--- src/rtl/icmp_pkg.sv ---
`default_nettype none
// ----------------------------------------------------------------------------
// Image compare statistics: shared types and constants
// Field widths, configuration register indexes and the records passed
// between the lane, accumulator, verdict and output queue stages.
// ----------------------------------------------------------------------------
package icmp_pkg;

	localparam int CHANNELS   = 4;
	localparam int PIX_W      = 8;
	localparam int DIM_W      = 11;
	localparam int TOL_W      = 8;
	localparam int RATIO_W    = 17;
	localparam int MEAN_W     = 16;
	localparam int CNT_W      = 21;
	localparam int ERR_W      = 31;
	localparam int ERR_OUT_W  = 30;
	localparam int SUM_W      = 10;
	localparam int AREA_W     = 2 * DIM_W;
	localparam int RATIO_PROD_W = RATIO_W + AREA_W;
	localparam int MEAN_PROD_W  = MEAN_W + AREA_W;
	localparam int FRAC_RATIO_W = 16;
	localparam int FRAC_MEAN_W  = 8;

	localparam int CFG_IDX_W  = 3;
	localparam int CFG_DATA_W = 17;

	localparam logic [CFG_IDX_W-1:0] CFG_EXP_WIDTH  = 3'd0;
	localparam logic [CFG_IDX_W-1:0] CFG_EXP_HEIGHT = 3'd1;
	localparam logic [CFG_IDX_W-1:0] CFG_ACT_WIDTH  = 3'd2;
	localparam logic [CFG_IDX_W-1:0] CFG_ACT_HEIGHT = 3'd3;
	localparam logic [CFG_IDX_W-1:0] CFG_TOLERANCE  = 3'd4;
	localparam logic [CFG_IDX_W-1:0] CFG_MAX_RATIO  = 3'd5;
	localparam logic [CFG_IDX_W-1:0] CFG_MAX_MEAN   = 3'd6;

	localparam int S_TDATA_W = 2 * CHANNELS * PIX_W;
	localparam int M_TDATA_W = 88;

	typedef struct packed {
		logic [DIM_W-1:0]   expected_width;
		logic [DIM_W-1:0]   expected_height;
		logic [DIM_W-1:0]   actual_width;
		logic [DIM_W-1:0]   actual_height;
		logic [TOL_W-1:0]   channel_tolerance;
		logic [RATIO_W-1:0] max_diff_ratio_q16;
		logic [MEAN_W-1:0]  max_mean_error_q8;
	} icmp_cfg_t;

	// Running totals of one image, also the snapshot taken on the last pixel
	typedef struct packed {
		logic [CNT_W-1:0] diff_count;
		logic [ERR_W-1:0] abs_error;
		logic [PIX_W-1:0] max_delta;
		logic [CNT_W-1:0] pixel_count;
	} icmp_totals_t;

	// Result word, first field in the highest bits
	typedef struct packed {
		logic [CNT_W-1:0]     pixels_seen;
		logic [ERR_OUT_W-1:0] error_sum;
		logic [PIX_W-1:0]     peak_channel_delta;
		logic [CNT_W-1:0]     differing_pixels;
		logic                 pass_flag;
		logic                 sizes_match;
	} icmp_result_t;

	localparam int RESULT_W = $bits(icmp_result_t);

endpackage
`default_nettype wire

--- src/rtl/icmp_lane.sv ---
`default_nettype none
// ----------------------------------------------------------------------------
// Image compare channel lane
// Absolute difference of one channel byte pair and its tolerance test.
// ----------------------------------------------------------------------------
module icmp_lane
	import icmp_pkg::*;
(
	input  wire logic             clk,
	input  wire logic             en,
	input  wire logic [PIX_W-1:0] exp_px,
	input  wire logic [PIX_W-1:0] act_px,
	input  wire logic [TOL_W-1:0] tolerance,
	output logic      [PIX_W-1:0] delta_s1,
	output logic                  over_s1
);

	logic [PIX_W-1:0] delta_c;

	always_comb begin
		if (exp_px >= act_px) begin
			delta_c = exp_px - act_px;
		end else begin
			delta_c = act_px - exp_px;
		end
	end

	always_ff @(posedge clk) begin
		if (en) begin
			delta_s1 <= delta_c;
			over_s1  <= (delta_c > tolerance);
		end
	end

endmodule
`default_nettype wire

--- src/rtl/icmp_accum.sv ---
`default_nettype none
// ----------------------------------------------------------------------------
// Image compare accumulator
// Merges the lane results of a pixel and folds them into the image totals.
// ----------------------------------------------------------------------------
module icmp_accum
	import icmp_pkg::*;
(
	input  wire logic                              clk,
	input  wire logic                              arst_n,
	input  wire logic                              valid_s1,
	input  wire logic                              last_s1,
	input  wire logic [CHANNELS-1:0][PIX_W-1:0]    delta_s1,
	input  wire logic [CHANNELS-1:0]               over_s1,
	output logic                                   valid_s3,
	output icmp_totals_t                           totals_s3,
	output logic [1:0]                             pend
);

	logic [SUM_W-1:0] sum_c;
	logic [PIX_W-1:0] peak_c;
	logic             diff_c;

	logic [SUM_W-1:0] sum_s2;
	logic [PIX_W-1:0] peak_s2;
	logic             diff_s2;
	logic             valid_s2;
	logic             last_s2;

	icmp_totals_t     tot_q;
	icmp_totals_t     tot_nxt;
	logic [ERR_W:0]   err_ext;

	always_comb begin
		sum_c  = '0;
		peak_c = '0;
		diff_c = 1'b0;
		for (int i = 0; i < CHANNELS; i++) begin
			sum_c  = sum_c + SUM_W'(delta_s1[i]);
			peak_c = (delta_s1[i] > peak_c) ? delta_s1[i] : peak_c;
			diff_c = diff_c | over_s1[i];
		end
	end

	always_ff @(posedge clk) begin
		if (valid_s1) begin
			sum_s2  <= sum_c;
			peak_s2 <= peak_c;
			diff_s2 <= diff_c;
		end
	end

	always_ff @(posedge clk or negedge arst_n) begin
		if (!arst_n) begin
			valid_s2 <= 1'b0;
			last_s2  <= 1'b0;
		end else begin
			valid_s2 <= valid_s1;
			last_s2  <= last_s1;
		end
	end

	// All three counters stick at their top value rather than wrap.
	always_comb begin
		err_ext = {1'b0, tot_q.abs_error} + (ERR_W + 1)'(sum_s2);
		tot_nxt = tot_q;
		tot_nxt.abs_error = err_ext[ERR_W] ? '1 : err_ext[ERR_W-1:0];
		if (diff_s2 && (tot_q.diff_count != '1)) begin
			tot_nxt.diff_count = tot_q.diff_count + 1'b1;
		end
		if (tot_q.pixel_count != '1) begin
			tot_nxt.pixel_count = tot_q.pixel_count + 1'b1;
		end
		if (peak_s2 > tot_q.max_delta) begin
			tot_nxt.max_delta = peak_s2;
		end
	end

	always_ff @(posedge clk or negedge arst_n) begin
		if (!arst_n) begin
			tot_q    <= '0;
			valid_s3 <= 1'b0;
		end else begin
			valid_s3 <= valid_s2 & last_s2;
			if (valid_s2) begin
				tot_q <= last_s2 ? '0 : tot_nxt;
			end
		end
	end

	always_ff @(posedge clk) begin
		if (valid_s2 && last_s2) begin
			totals_s3 <= tot_nxt;
		end
	end

	assign pend = {valid_s3, valid_s2 & last_s2};

`ifndef SYNTH
	a_clear_after_last: assert property (@(posedge clk) disable iff (!arst_n)
		(valid_s2 && last_s2) |=> (tot_q.pixel_count == '0))
		else $error("image totals not cleared after the last pixel");
`endif

endmodule
`default_nettype wire

--- src/rtl/icmp_verdict.sv ---
`default_nettype none
// ----------------------------------------------------------------------------
// Image compare verdict
// Area, threshold products and the pass decision for one image snapshot.
// ----------------------------------------------------------------------------
module icmp_verdict
	import icmp_pkg::*;
#(
	parameter int unsigned MAX_DIM = 1024
) (
	input  wire logic         clk,
	input  wire logic         arst_n,
	input  wire logic         valid_s3,
	input  wire icmp_totals_t totals_s3,
	input  wire icmp_cfg_t    cfg,
	output logic              wr_en,
	output icmp_result_t      wr_data,
	output logic [1:0]        pend
);

	logic match_c;
	logic dims_ok_c;

	logic                valid_s4;
	icmp_totals_t        totals_s4;
	logic [AREA_W-1:0]   area_s4;
	logic                match_s4;
	logic                ok_s4;

	logic                    valid_s5;
	icmp_totals_t            totals_s5;
	logic [RATIO_PROD_W-1:0] rhs_ratio_s5;
	logic [MEAN_PROD_W-1:0]  rhs_err_s5;
	logic                    match_s5;
	logic                    ok_s5;

	logic [RATIO_PROD_W-1:0] lhs_ratio;
	logic [MEAN_PROD_W+1:0]  lhs_err;
	logic                    pass_c;

	assign match_c = (cfg.expected_width == cfg.actual_width) &&
			(cfg.expected_height == cfg.actual_height);
	assign dims_ok_c = (cfg.expected_width != '0) && (cfg.expected_height != '0) &&
			(32'(cfg.expected_width) <= 32'(MAX_DIM)) &&
			(32'(cfg.expected_height) <= 32'(MAX_DIM));

	always_ff @(posedge clk or negedge arst_n) begin
		if (!arst_n) begin
			valid_s4 <= 1'b0;
			valid_s5 <= 1'b0;
		end else begin
			valid_s4 <= valid_s3;
			valid_s5 <= valid_s4;
		end
	end

	always_ff @(posedge clk) begin
		if (valid_s3) begin
			totals_s4 <= totals_s3;
			area_s4   <= AREA_W'(cfg.expected_width) * AREA_W'(cfg.expected_height);
			match_s4  <= match_c;
			ok_s4     <= match_c & dims_ok_c;
		end
		if (valid_s4) begin
			totals_s5    <= totals_s4;
			rhs_ratio_s5 <= RATIO_PROD_W'(cfg.max_diff_ratio_q16) * RATIO_PROD_W'(area_s4);
			rhs_err_s5   <= MEAN_PROD_W'(cfg.max_mean_error_q8) * MEAN_PROD_W'(area_s4);
			match_s5     <= match_s4;
			ok_s5        <= ok_s4;
		end
	end

	// Both ratios are tested by cross-multiplying; the error side carries
	// the four channels as a shift by two.
	always_comb begin
		lhs_ratio = RATIO_PROD_W'({totals_s5.diff_count, {FRAC_RATIO_W{1'b0}}});
		lhs_err   = (MEAN_PROD_W + 2)'({totals_s5.abs_error, {FRAC_MEAN_W{1'b0}}});
		pass_c    = ok_s5 && (lhs_ratio <= rhs_ratio_s5) &&
				(lhs_err <= {rhs_err_s5, 2'b00});

		wr_data = '0;
		wr_data.sizes_match = match_s5;
		if (ok_s5) begin
			wr_data.pass_flag          = pass_c;
			wr_data.differing_pixels   = totals_s5.diff_count;
			wr_data.peak_channel_delta = totals_s5.max_delta;
			wr_data.error_sum          = totals_s5.abs_error[ERR_W-1] ? '1 :
					totals_s5.abs_error[ERR_OUT_W-1:0];
			wr_data.pixels_seen        = totals_s5.pixel_count;
		end
	end

	assign wr_en = valid_s5;
	assign pend  = {valid_s5, valid_s4};

`ifndef SYNTH
	a_pass_needs_match: assert property (@(posedge clk) disable iff (!arst_n)
		(wr_en && wr_data.pass_flag) |-> wr_data.sizes_match)
		else $error("pass flag raised on mismatched sizes");
`endif

endmodule
`default_nettype wire

--- src/rtl/icmp_fifo.sv ---
`default_nettype none
// ----------------------------------------------------------------------------
// Image compare result queue
// Small register queue holding finished result words for the output stream.
// ----------------------------------------------------------------------------
module icmp_fifo #(
	parameter int unsigned DEPTH = 8,
	parameter int unsigned WIDTH = 82
) (
	input  wire logic                        clk,
	input  wire logic                        arst_n,
	input  wire logic                        wr_en,
	input  wire logic [WIDTH-1:0]            wr_data,
	input  wire logic                        rd_ready,
	output logic                             rd_valid,
	output logic [WIDTH-1:0]                 rd_data,
	output logic [$clog2(DEPTH+1)-1:0]       count
);

	localparam int AW = (DEPTH > 1) ? $clog2(DEPTH) : 1;
	localparam int CW = $clog2(DEPTH + 1);

	logic [WIDTH-1:0] mem_q [DEPTH];
	logic [AW-1:0]    wr_ptr_q;
	logic [AW-1:0]    rd_ptr_q;
	logic [CW-1:0]    count_q;
	logic             rd_en;

	assign rd_valid = (count_q != '0);
	assign rd_en    = rd_valid & rd_ready;
	assign rd_data  = mem_q[rd_ptr_q];
	assign count    = count_q;

	always_ff @(posedge clk) begin
		if (wr_en) begin
			mem_q[wr_ptr_q] <= wr_data;
		end
	end

	always_ff @(posedge clk or negedge arst_n) begin
		if (!arst_n) begin
			wr_ptr_q <= '0;
			rd_ptr_q <= '0;
			count_q  <= '0;
		end else begin
			if (wr_en) begin
				wr_ptr_q <= (32'(wr_ptr_q) == DEPTH - 1) ? '0 : wr_ptr_q + 1'b1;
			end
			if (rd_en) begin
				rd_ptr_q <= (32'(rd_ptr_q) == DEPTH - 1) ? '0 : rd_ptr_q + 1'b1;
			end
			if (wr_en && !rd_en) begin
				count_q <= count_q + 1'b1;
			end else if (rd_en && !wr_en) begin
				count_q <= count_q - 1'b1;
			end
		end
	end

`ifndef SYNTH
	a_no_overflow: assert property (@(posedge clk) disable iff (!arst_n)
		wr_en |-> (count_q != CW'(DEPTH)))
		else $error("result queue written while full");
`endif

endmodule
`default_nettype wire

--- src/rtl/image_compare_statistics_core.sv ---
`default_nettype none
// ----------------------------------------------------------------------------
// Image compare statistics core
// Compares an expected and an actual RGBA image pixel by pixel and reports
// error totals and a pass verdict at the end of each image.
// ----------------------------------------------------------------------------
// Usage:
//   Each input word on s_t* carries one pixel pair, s_tlast on the final pair
//   of an image. Four channel lanes take the absolute differences, an
//   accumulator folds them into the image totals, and on the last pixel the
//   verdict stage computes the area and threshold products and queues one
//   result word on m_t*. Other pixels produce no output.
//   Throughput is one pixel pair per cycle while s_tready is high. A result
//   word is visible on m_tvalid once it has passed, in order: the lane
//   differences registered at the edge that accepts its last pixel, then
//   merge, accumulate, area multiply, threshold multiply and finally the write into the result queue.
//   Results wait in a queue of FIFO_DEPTH words. s_tready drops only when the
//   words already queued plus the last pixels still in the pipeline fill the
//   queue, so the input keeps flowing while the receiver stalls until then.
//   Reset sets the dimensions to 1, other registers to 0, clears the totals
//   and empties the queue. Configuration writes on cfg_* take effect at once;
//   the user must make them only while no image is in flight, as the core has no check for it.
// ----------------------------------------------------------------------------
module image_compare_statistics_core
	import icmp_pkg::*;
#(
	parameter int unsigned MAX_DIM    = 1024,
	parameter int unsigned FIFO_DEPTH = 8
) (
	input  wire logic                  clk,
	input  wire logic                  arst_n,
	input  wire logic                  cfg_we,
	input  wire logic [CFG_IDX_W-1:0]  cfg_index,
	input  wire logic [CFG_DATA_W-1:0] cfg_data,
	input  wire logic                  s_tvalid,
	output logic                       s_tready,
	// exp_red, exp_green, exp_blue, exp_alpha, act_red, act_green, act_blue, act_alpha
	input  wire logic [S_TDATA_W-1:0]  s_tdata,
	input  wire logic                  s_tlast,
	output logic                       m_tvalid,
	input  wire logic                  m_tready,
	// sizes_match, pass_flag, differing_pixels, peak_channel_delta, error_sum,
	// pixels_seen, zero padding
	output logic [M_TDATA_W-1:0]       m_tdata
);

	localparam int QCW = $clog2(FIFO_DEPTH + 1);

	icmp_cfg_t cfg_q;

	logic accept;
	logic valid_s1;
	logic last_s1;

	logic [CHANNELS-1:0][PIX_W-1:0] delta_s1;
	logic [CHANNELS-1:0]            over_s1;

	logic         valid_s3;
	icmp_totals_t totals_s3;
	logic [1:0]   pend_acc;
	logic [1:0]   pend_ver;

	logic         res_wr;
	icmp_result_t res_data;
	logic [RESULT_W-1:0] q_data;
	logic [QCW-1:0]      q_count;
	logic [2:0]          inflight;

	always_ff @(posedge clk or negedge arst_n) begin
		if (!arst_n) begin
			cfg_q.expected_width     <= DIM_W'(1);
			cfg_q.expected_height    <= DIM_W'(1);
			cfg_q.actual_width       <= DIM_W'(1);
			cfg_q.actual_height      <= DIM_W'(1);
			cfg_q.channel_tolerance  <= '0;
			cfg_q.max_diff_ratio_q16 <= '0;
			cfg_q.max_mean_error_q8  <= '0;
		end else if (cfg_we) begin
			unique case (cfg_index)
				CFG_EXP_WIDTH:  cfg_q.expected_width     <= cfg_data[DIM_W-1:0];
				CFG_EXP_HEIGHT: cfg_q.expected_height    <= cfg_data[DIM_W-1:0];
				CFG_ACT_WIDTH:  cfg_q.actual_width       <= cfg_data[DIM_W-1:0];
				CFG_ACT_HEIGHT: cfg_q.actual_height      <= cfg_data[DIM_W-1:0];
				CFG_TOLERANCE:  cfg_q.channel_tolerance  <= cfg_data[TOL_W-1:0];
				CFG_MAX_RATIO:  cfg_q.max_diff_ratio_q16 <= cfg_data[RATIO_W-1:0];
				CFG_MAX_MEAN:   cfg_q.max_mean_error_q8  <= cfg_data[MEAN_W-1:0];
				default: begin
				end
			endcase
		end
	end

	// Every last pixel still in the pipeline holds a reserved queue slot.
	always_comb begin
		inflight = '0;
		inflight = inflight + 3'(valid_s1 & last_s1);
		inflight = inflight + 3'(pend_acc[0]) + 3'(pend_acc[1]);
		inflight = inflight + 3'(pend_ver[0]) + 3'(pend_ver[1]);
	end

	assign s_tready = (32'(q_count) + 32'(inflight)) < 32'(FIFO_DEPTH);
	assign accept   = s_tvalid & s_tready;

	always_ff @(posedge clk or negedge arst_n) begin
		if (!arst_n) begin
			valid_s1 <= 1'b0;
			last_s1  <= 1'b0;
		end else begin
			valid_s1 <= accept;
			last_s1  <= s_tlast;
		end
	end

	for (genvar g = 0; g < CHANNELS; g++) begin : g_lane
		icmp_lane u_lane (
			.clk       (clk),
			.en        (accept),
			.exp_px    (s_tdata[g*PIX_W +: PIX_W]),
			.act_px    (s_tdata[(CHANNELS + g)*PIX_W +: PIX_W]),
			.tolerance (cfg_q.channel_tolerance),
			.delta_s1  (delta_s1[g]),
			.over_s1   (over_s1[g])
		);
	end

	icmp_accum u_accum (
		.clk       (clk),
		.arst_n    (arst_n),
		.valid_s1  (valid_s1),
		.last_s1   (last_s1),
		.delta_s1  (delta_s1),
		.over_s1   (over_s1),
		.valid_s3  (valid_s3),
		.totals_s3 (totals_s3),
		.pend      (pend_acc)
	);

	icmp_verdict #(
		.MAX_DIM (MAX_DIM)
	) u_verdict (
		.clk       (clk),
		.arst_n    (arst_n),
		.valid_s3  (valid_s3),
		.totals_s3 (totals_s3),
		.cfg       (cfg_q),
		.wr_en     (res_wr),
		.wr_data   (res_data),
		.pend      (pend_ver)
	);

	icmp_fifo #(
		.DEPTH (FIFO_DEPTH),
		.WIDTH (RESULT_W)
	) u_fifo (
		.clk      (clk),
		.arst_n   (arst_n),
		.wr_en    (res_wr),
		.wr_data  (res_data),
		.rd_ready (m_tready),
		.rd_valid (m_tvalid),
		.rd_data  (q_data),
		.count    (q_count)
	);

	assign m_tdata = {{(M_TDATA_W - RESULT_W){1'b0}}, q_data};

`ifndef SYNTH
	a_queue_credit: assert property (@(posedge clk) disable iff (!arst_n)
		(32'(q_count) + 32'(inflight)) <= 32'(FIFO_DEPTH))
		else $error("more results in flight than queue slots");
`endif

endmodule
`default_nettype wire

--- config.mk ---
export PLATFORM = sky130hd
export DESIGN_NAME = image_compare_statistics_core
export DESIGN_NICKNAME = d
export VERILOG_FILES = /design/src/rtl/icmp_pkg.sv /design/src/rtl/icmp_lane.sv /design/src/rtl/icmp_accum.sv /design/src/rtl/icmp_verdict.sv /design/src/rtl/icmp_fifo.sv /design/src/rtl/image_compare_statistics_core.sv
export SDC_FILE = /design/constraint.sdc
export NUM_CORES = 2
export LEC_CHECK = 0
export BUFFER_PORTS_ARGS = -buffer_cell sky130_fd_sc_hd__buf_4
export CORE_MARGIN = 2
export CORE_UTILIZATION = 35
export DETAILED_ROUTE_END_ITERATION = 6
export PLACE_DENSITY_LB_ADDON = 0.3
export SYNTH_ARGS = -nofsm -noshare
export SYNTH_HDL_FRONTEND = slang
export SYNTH_SLANG_ARGS = --single-unit
--- constraint.sdc ---
create_clock -name clk -period 8.3 [get_ports clk]
set_input_delay 1.66 -clock clk [delete_from_list [all_inputs] [get_ports clk]]
set_output_delay 1.66 -clock clk [all_outputs]
set_load 0.02 [all_outputs]
* Word-level counts from Yosys, hierarchy flattened
Memory sizes are Yosys's and may differ from the RTL's.
Index checks and enable logic that the tools add are counted.
** Cells by class
- Eq/ne operators :: 12
- Multipliers :: 3
- Mux-type cells :: 21
- $lt $le $gt $ge :: 18
- Add/sub/neg operators :: 23
- Bitwise logic cells :: 8
- Reduce and logical (&&, ||, !) cells :: 24
** Operators by type and width (number)
- 2-to-1 mux 81 bit :: 2
- 2-to-1 mux 8 bit :: 9
- > comparator 8 bit :: 8
- subtractor 8 bit :: 8
- adder 21 x 1 -> 21 bit, second input constant :: 2
- 2-to-1 mux 21 bit :: 2
- inequality test 21 bit, second input constant :: 2
- <= comparator 39 x 40 -> 1 bit :: 1
- <= comparator 37 x 39 -> 1 bit :: 1
- multiplier 17 x 22 -> 39 bit :: 1
- multiplier 16 x 22 -> 38 bit :: 1
- adder 31 x 10 -> 32 bit :: 1
- greater-or-equal comparator 8 bit :: 4
- 2-to-1 mux 31 bit :: 1
- 2-to-1 mux 30 bit :: 1
- == test 11 bit :: 2
- <= comparator 11 bit, second input constant :: 2
- multiplier 11 x 11 -> 22 bit :: 1
- nonzero test 11 bit :: 2
- adder 10 x 8 -> 10 bit :: 2
- == test 3 bit, second input constant :: 5
- AND reduction 2 bit :: 7
- logical AND 1 bit :: 10
- adder 8 x 8 -> 9 bit :: 1
- 20 further kinds :: 33
** Storage, ports and cells
- Output and inout port bits :: 90
- Memories kept :: 1
- Flip-flop bits (word level) :: 584
- Bits in writable memories :: 656
- Bits of input ports :: 90
** Memory list
- u_fifo.mem_q :: depth 8, width 82, rd ports 1, clocked after memory_dff 0, write ports 1, line icmp_fifo.sv:23 : logic [WIDTH-1:0] mem_q [DEPTH];

* Depth between registers and ports, before layout
- Depth in word-level cells :: 8
- Depth in mapped cells :: 27
- Mapped depth without buffers :: 25

* Hierarchy
A second synthesis with hierarchy kept.
** Second synthesis, totals
- Cells, all modules :: 6684
- Area, all modules :: 82421.5 µm²
** By module, submodules not included
- icmp_verdict :: instances 1, cells each 3965, sequential area each 8007.7 µm², area each 38341.8 µm²
- icmp_fifo :: instances 1, cells each 1013, sequential area each 19949.1 µm², area each 25264.2 µm²
- icmp_accum :: instances 1, cells each 1020, sequential area each 5104.9 µm², area each 10717.8 µm²
- icmp_lane :: instances 4, cells each 120, sequential area each 270.3 µm², area each 1122.3 µm²
- image_compare_statistics_core :: instances 1, cells each 206, sequential area each 2182.1 µm², area each 3608.5 µm²

* Worst setup path after synthesis
No wires, ideal clock.
- Path kind :: register to output
- Start :: register u_verdict.valid_s4
- End :: output port s_tready
- Setup slack :: 0.883 ns
- Arrival time :: 5.757 ns
- Cell stages (with the launch flop) :: 9
- Data required time :: 6.640 ns
- Cell sequence :: dfrtp_1 fa_1 inv_1 fa_1 inv_1 ha_1 nand2_1 o21bai_1 a211oi_1
** Between the ends
- Cells in the longest elaborated chain, start to end :: 4
** RTL lines
- from (decl) :: line icmp_verdict.sv:24 : logic valid_s4;
- from (signal assigned) :: line icmp_verdict.sv:52 : valid_s4 <= valid_s3;
- adder 3 x 1 -> 3 bit (2 in series) :: line image_compare_statistics_core.sv:98 : inflight = inflight + 3'(pend_ver[0]) + 3'(pend_ver[1]);
- adder 4 x 3 -> 5 bit :: line image_compare_statistics_core.sv:101 : assign s_tready = (32'(q_count) + 32'(inflight)) < 32'(FIFO_DEPTH);
- less-than comparator 5 x 4 -> 1 bit :: line image_compare_statistics_core.sv:101
- to (decl) :: line image_compare_statistics_core.sv:36 : output logic s_tready,
No other way between the ends.

* Final worst setup path
- Start :: register u_verdict.area_s4[2]
- End :: register u_verdict.rhs_err_s5[34] (data pin)
** Between the ends
- Cells in the longest elaborated chain, start to end :: 1
** RTL lines
- from (decl) :: line icmp_verdict.sv:26 : logic [AREA_W-1:0] area_s4;
- from (signal assigned) :: line icmp_verdict.sv:60 : area_s4 <= AREA_W'(cfg.expected_width) * AREA_W'(cfg.expected_height);
- multiplier 16 x 22 -> 38 bit :: line icmp_verdict.sv:67 : rhs_err_s5 <= MEAN_PROD_W'(cfg.max_mean_error_q8) * MEAN_PROD_W'(area_s4);
- to (signal assigned) :: line icmp_verdict.sv:67
- to (decl) :: line icmp_verdict.sv:33 : logic [MEAN_PROD_W-1:0] rhs_err_s5;
No other way between the ends.
A chain may end at the register's enable or synchronous reset.

==> reports/metrics.yaml <==
grt:
  grt_pass1_wl_um: 300400
  grt_max_degree: 87
  grt_pass1_vias: 51620
  antenna_found_initial: 7
  grt.total_usage: 0.1626
  overflow: 0
placed_design:
  gp_congestion: 0.8467
  post-dp-hpwl_um: 134900
  dpl.cell_count: 9508
  port_buffers: 173
worst_setup_path:
  crit_chain: "nand2_1 -> fa_1 -> fa_1 -> inv_1 -> fa_1 -> fa_1 -> fa_1 -> inv_1 -> fa_1 -> inv_1 -> ha_1 -> o21ai_0 -> a2111oi_2 -> a221o_1 -> a31oi_1 -> a21oi_1 -> nand3_1 -> mux2i_1 -> nor4_1"
  path_common_cell: "fa_1"
  startpoint_type: "flip-flop"
  rrSetupSlack_ns: 1.31
  critPathTopFamily: "adder cells"
  crit_required_ns: 8.87
  max_stage_delay_ns: 1.21
  worstPathMaxFanout: 33
  arrival_ns: 7.56
  worstSetupPathType: "flip-flop to flip-flop"
  cp.buffers_inverters: 3
  cp_slowest_cell: "edfxtp_1"
  cp-end-kind: "flip-flop"
yosys:
  synthArstFlopShare: 0.1476
  synth_flop_cell: "edfxtp_1"
  synth_cell_types: 105
  synth_edf_count: 1057
  synth_top_area_share: 0.3899
  synth_seq_cells: 1240
  yosys-top-cells-area: "edfxtp_1 39%, fa_1 17%, ha_1 7.6%"
  syn_inst: 6499
  ys.warnings.count: 0
  yosysTopAreaCell: "edfxtp_1"
  synth.top_cells.by_count: "1057 x edfxtp_1, 1033 x inv_1, 679 x fa_1"
  yosysMostFrequentCell: "edfxtp_1"
  synth.yosys.seq_area_share: 0.4462
  syn_avg_cell_area_um2: 12.53
  synth_area_um2: 81410
floorplanning:
  fp.dieH_um: 486.3
  core_area_um2: 231900
  start_util: 0.3511
  die-area_um2: 236500
  io_pins: 180
  die_width_um: 486.3
  num_rows: 177
cells_and_area:
  nNetsFinal: 7866
  layout-drive-gt1-share: 0.1313
  synthToLayoutAreaGrowth_pct: 11.08
  fin_cells: 9754
  diodes: 0
drt:
  wirelength_um: 189900
  wl_per_cell_um: 19.47
  ant_nets: 0
  drt_iter0_drc: 3270
  first_pass_iters: 5
  vias: 48790
  vias_per_cell: 5.002
  drc_errors: 0
clock_network:
  cts-root-buf: "clkbuf_16"
  post_cts_buffers: 0
  clkLatencyLatePin_ns: 0.79
  clkSinkCount: 1240
  postCtsHoldBufs: 0
  cts_tree: "yes"
  cts_resized: 0
  path_clk_slew_ns: 0.06
  cts_buffers: 133
  clockBufferDepth: 3
  cts-htree-levels: 4
timing:
  drv_slew: 0
  hold_viol_final: 0
  relSlewSlack: 0.1393
  holdWs_ns: 0.3841
  setup_tns_ns: 0
  skew_ns: 0.05302
  rsz0062_at_grt: "no"
  clock.fmax_mhz: 143.1
  period_minus_slack_ns: 6.988
  worst_pin_slew_ns: 1.291
  setup_viol: 0
  fin_crit_sh: 0.8420
run:
  cap_violations: 0
run_status:
  status: "completed"
hold_path:
  hold_class: "flip-flop to flip-flop"
[cell families after synthesis]
family / Yosys count / share of synthesized area
XOR/XNOR: 199 / 0.02141
AND/OR/NAND/NOR: 1490 / 0.09209
adder cells (fa/ha/maj): 1176 / 0.2434
buffers and inverters: 1325 / 0.06234
flip-flops: 1240 / 0.4462
other: 1 / 0.00004606
AO/OA/AOI/OAI: 657 / 0.05594
multiplexers: 411 / 0.07861
[placed cells by master (no fill, tap or decap), types with 56 or more instances in the layout]
cell type / netlist / layout
clkbuf_16: 0 / 134
o21ai_0: 80 / 80
a21oi_1: 188 / 188
o21a_1: 56 / 56
edfxtp_1: 1057 / 1057
dfrtp_1: 179 / 173
mux4_2: 164 / 164
nand2_1: 640 / 640
xor2_1: 88 / 88
buf_4: 10 / 247
a21o_1: 103 / 103
nor2_1: 126 / 120
inv_1: 1033 / 1033
ha_1: 497 / 497
xnor2_1: 111 / 111
mux2_2: 187 / 187
fa_1: 679 / 679
and2_1: 409 / 407
mux2i_1: 60 / 60
[routing by layer]
layer  vias up  GRT usage  share of wire  wire, µm
met3       214    0.02102          0.050      9449
met1     25200     0.2347           0.47     88990
met5         -          0              0         0
met4         0    0.03711          0.019      3614
met2      1235     0.2608           0.46     87870
li1      22140          -              -         -
[stage by stage]
stage          area, µm²  worst slack, ns    util
3_3_place_gp       86070            1.474  0.3712
4_1_cts            90430            1.344  0.3900
5_1_grt            90430           0.9025  0.3900
2_1_floorplan      81430           0.8835       -
6_report           90430            1.312  0.3900
3_5_place_dp       86070            1.368  0.3712
[sequential cells by signal, indices dropped and copies added (netlist names), 22 cells and up]
signal,cells
g_lane.u_lane.delta_s1,32
u_accum.tot_q,81
u_verdict.lhs_err,31
cfg_q,85
u_verdict.totals_s5,29
u_verdict.area_s4,22
u_verdict.totals_s4,81
u_fifo.mem_q,656
u_verdict.rhs_err_s5,38
u_verdict.rhs_ratio_s5,39
u_accum.totals_s3,81
[final timing paths]
check / start / to / cells past startpoint
setup / recovery: u_verdict.area_s4[2] / u_verdict.rhs_err_s5[34] / 19
hold / removal: last_s1 / u_accum.last_s2 / 0
setup reg to reg: u_verdict.area_s4[2] / u_verdict.rhs_err_s5[34] / 19
hold reg to reg: last_s1 / u_accum.last_s2 / 0
max in group asynchronous: arst_n / u_verdict.valid_s4 / 2
min in group asynchronous: arst_n / cfg_q[80] / 1
[layout make-up]
cell class | instances | area [µm²]
Clock buffer | 184 | 3651
Clock inverter | 62 | 703.2
Fill cell | 21790 | 141400
Inverter | 1034 | 3881
Multi-Input combinational cell | 3939 | 40090
Sequential cell | 1240 | 36340
Tap cell | 3043 | 3807
Timing Repair Buffer | 252 | 1948
Power is left out: the tool's default activity adds up to more than one toggle a clock period on the data nets, which glitch-free logic cannot reach.
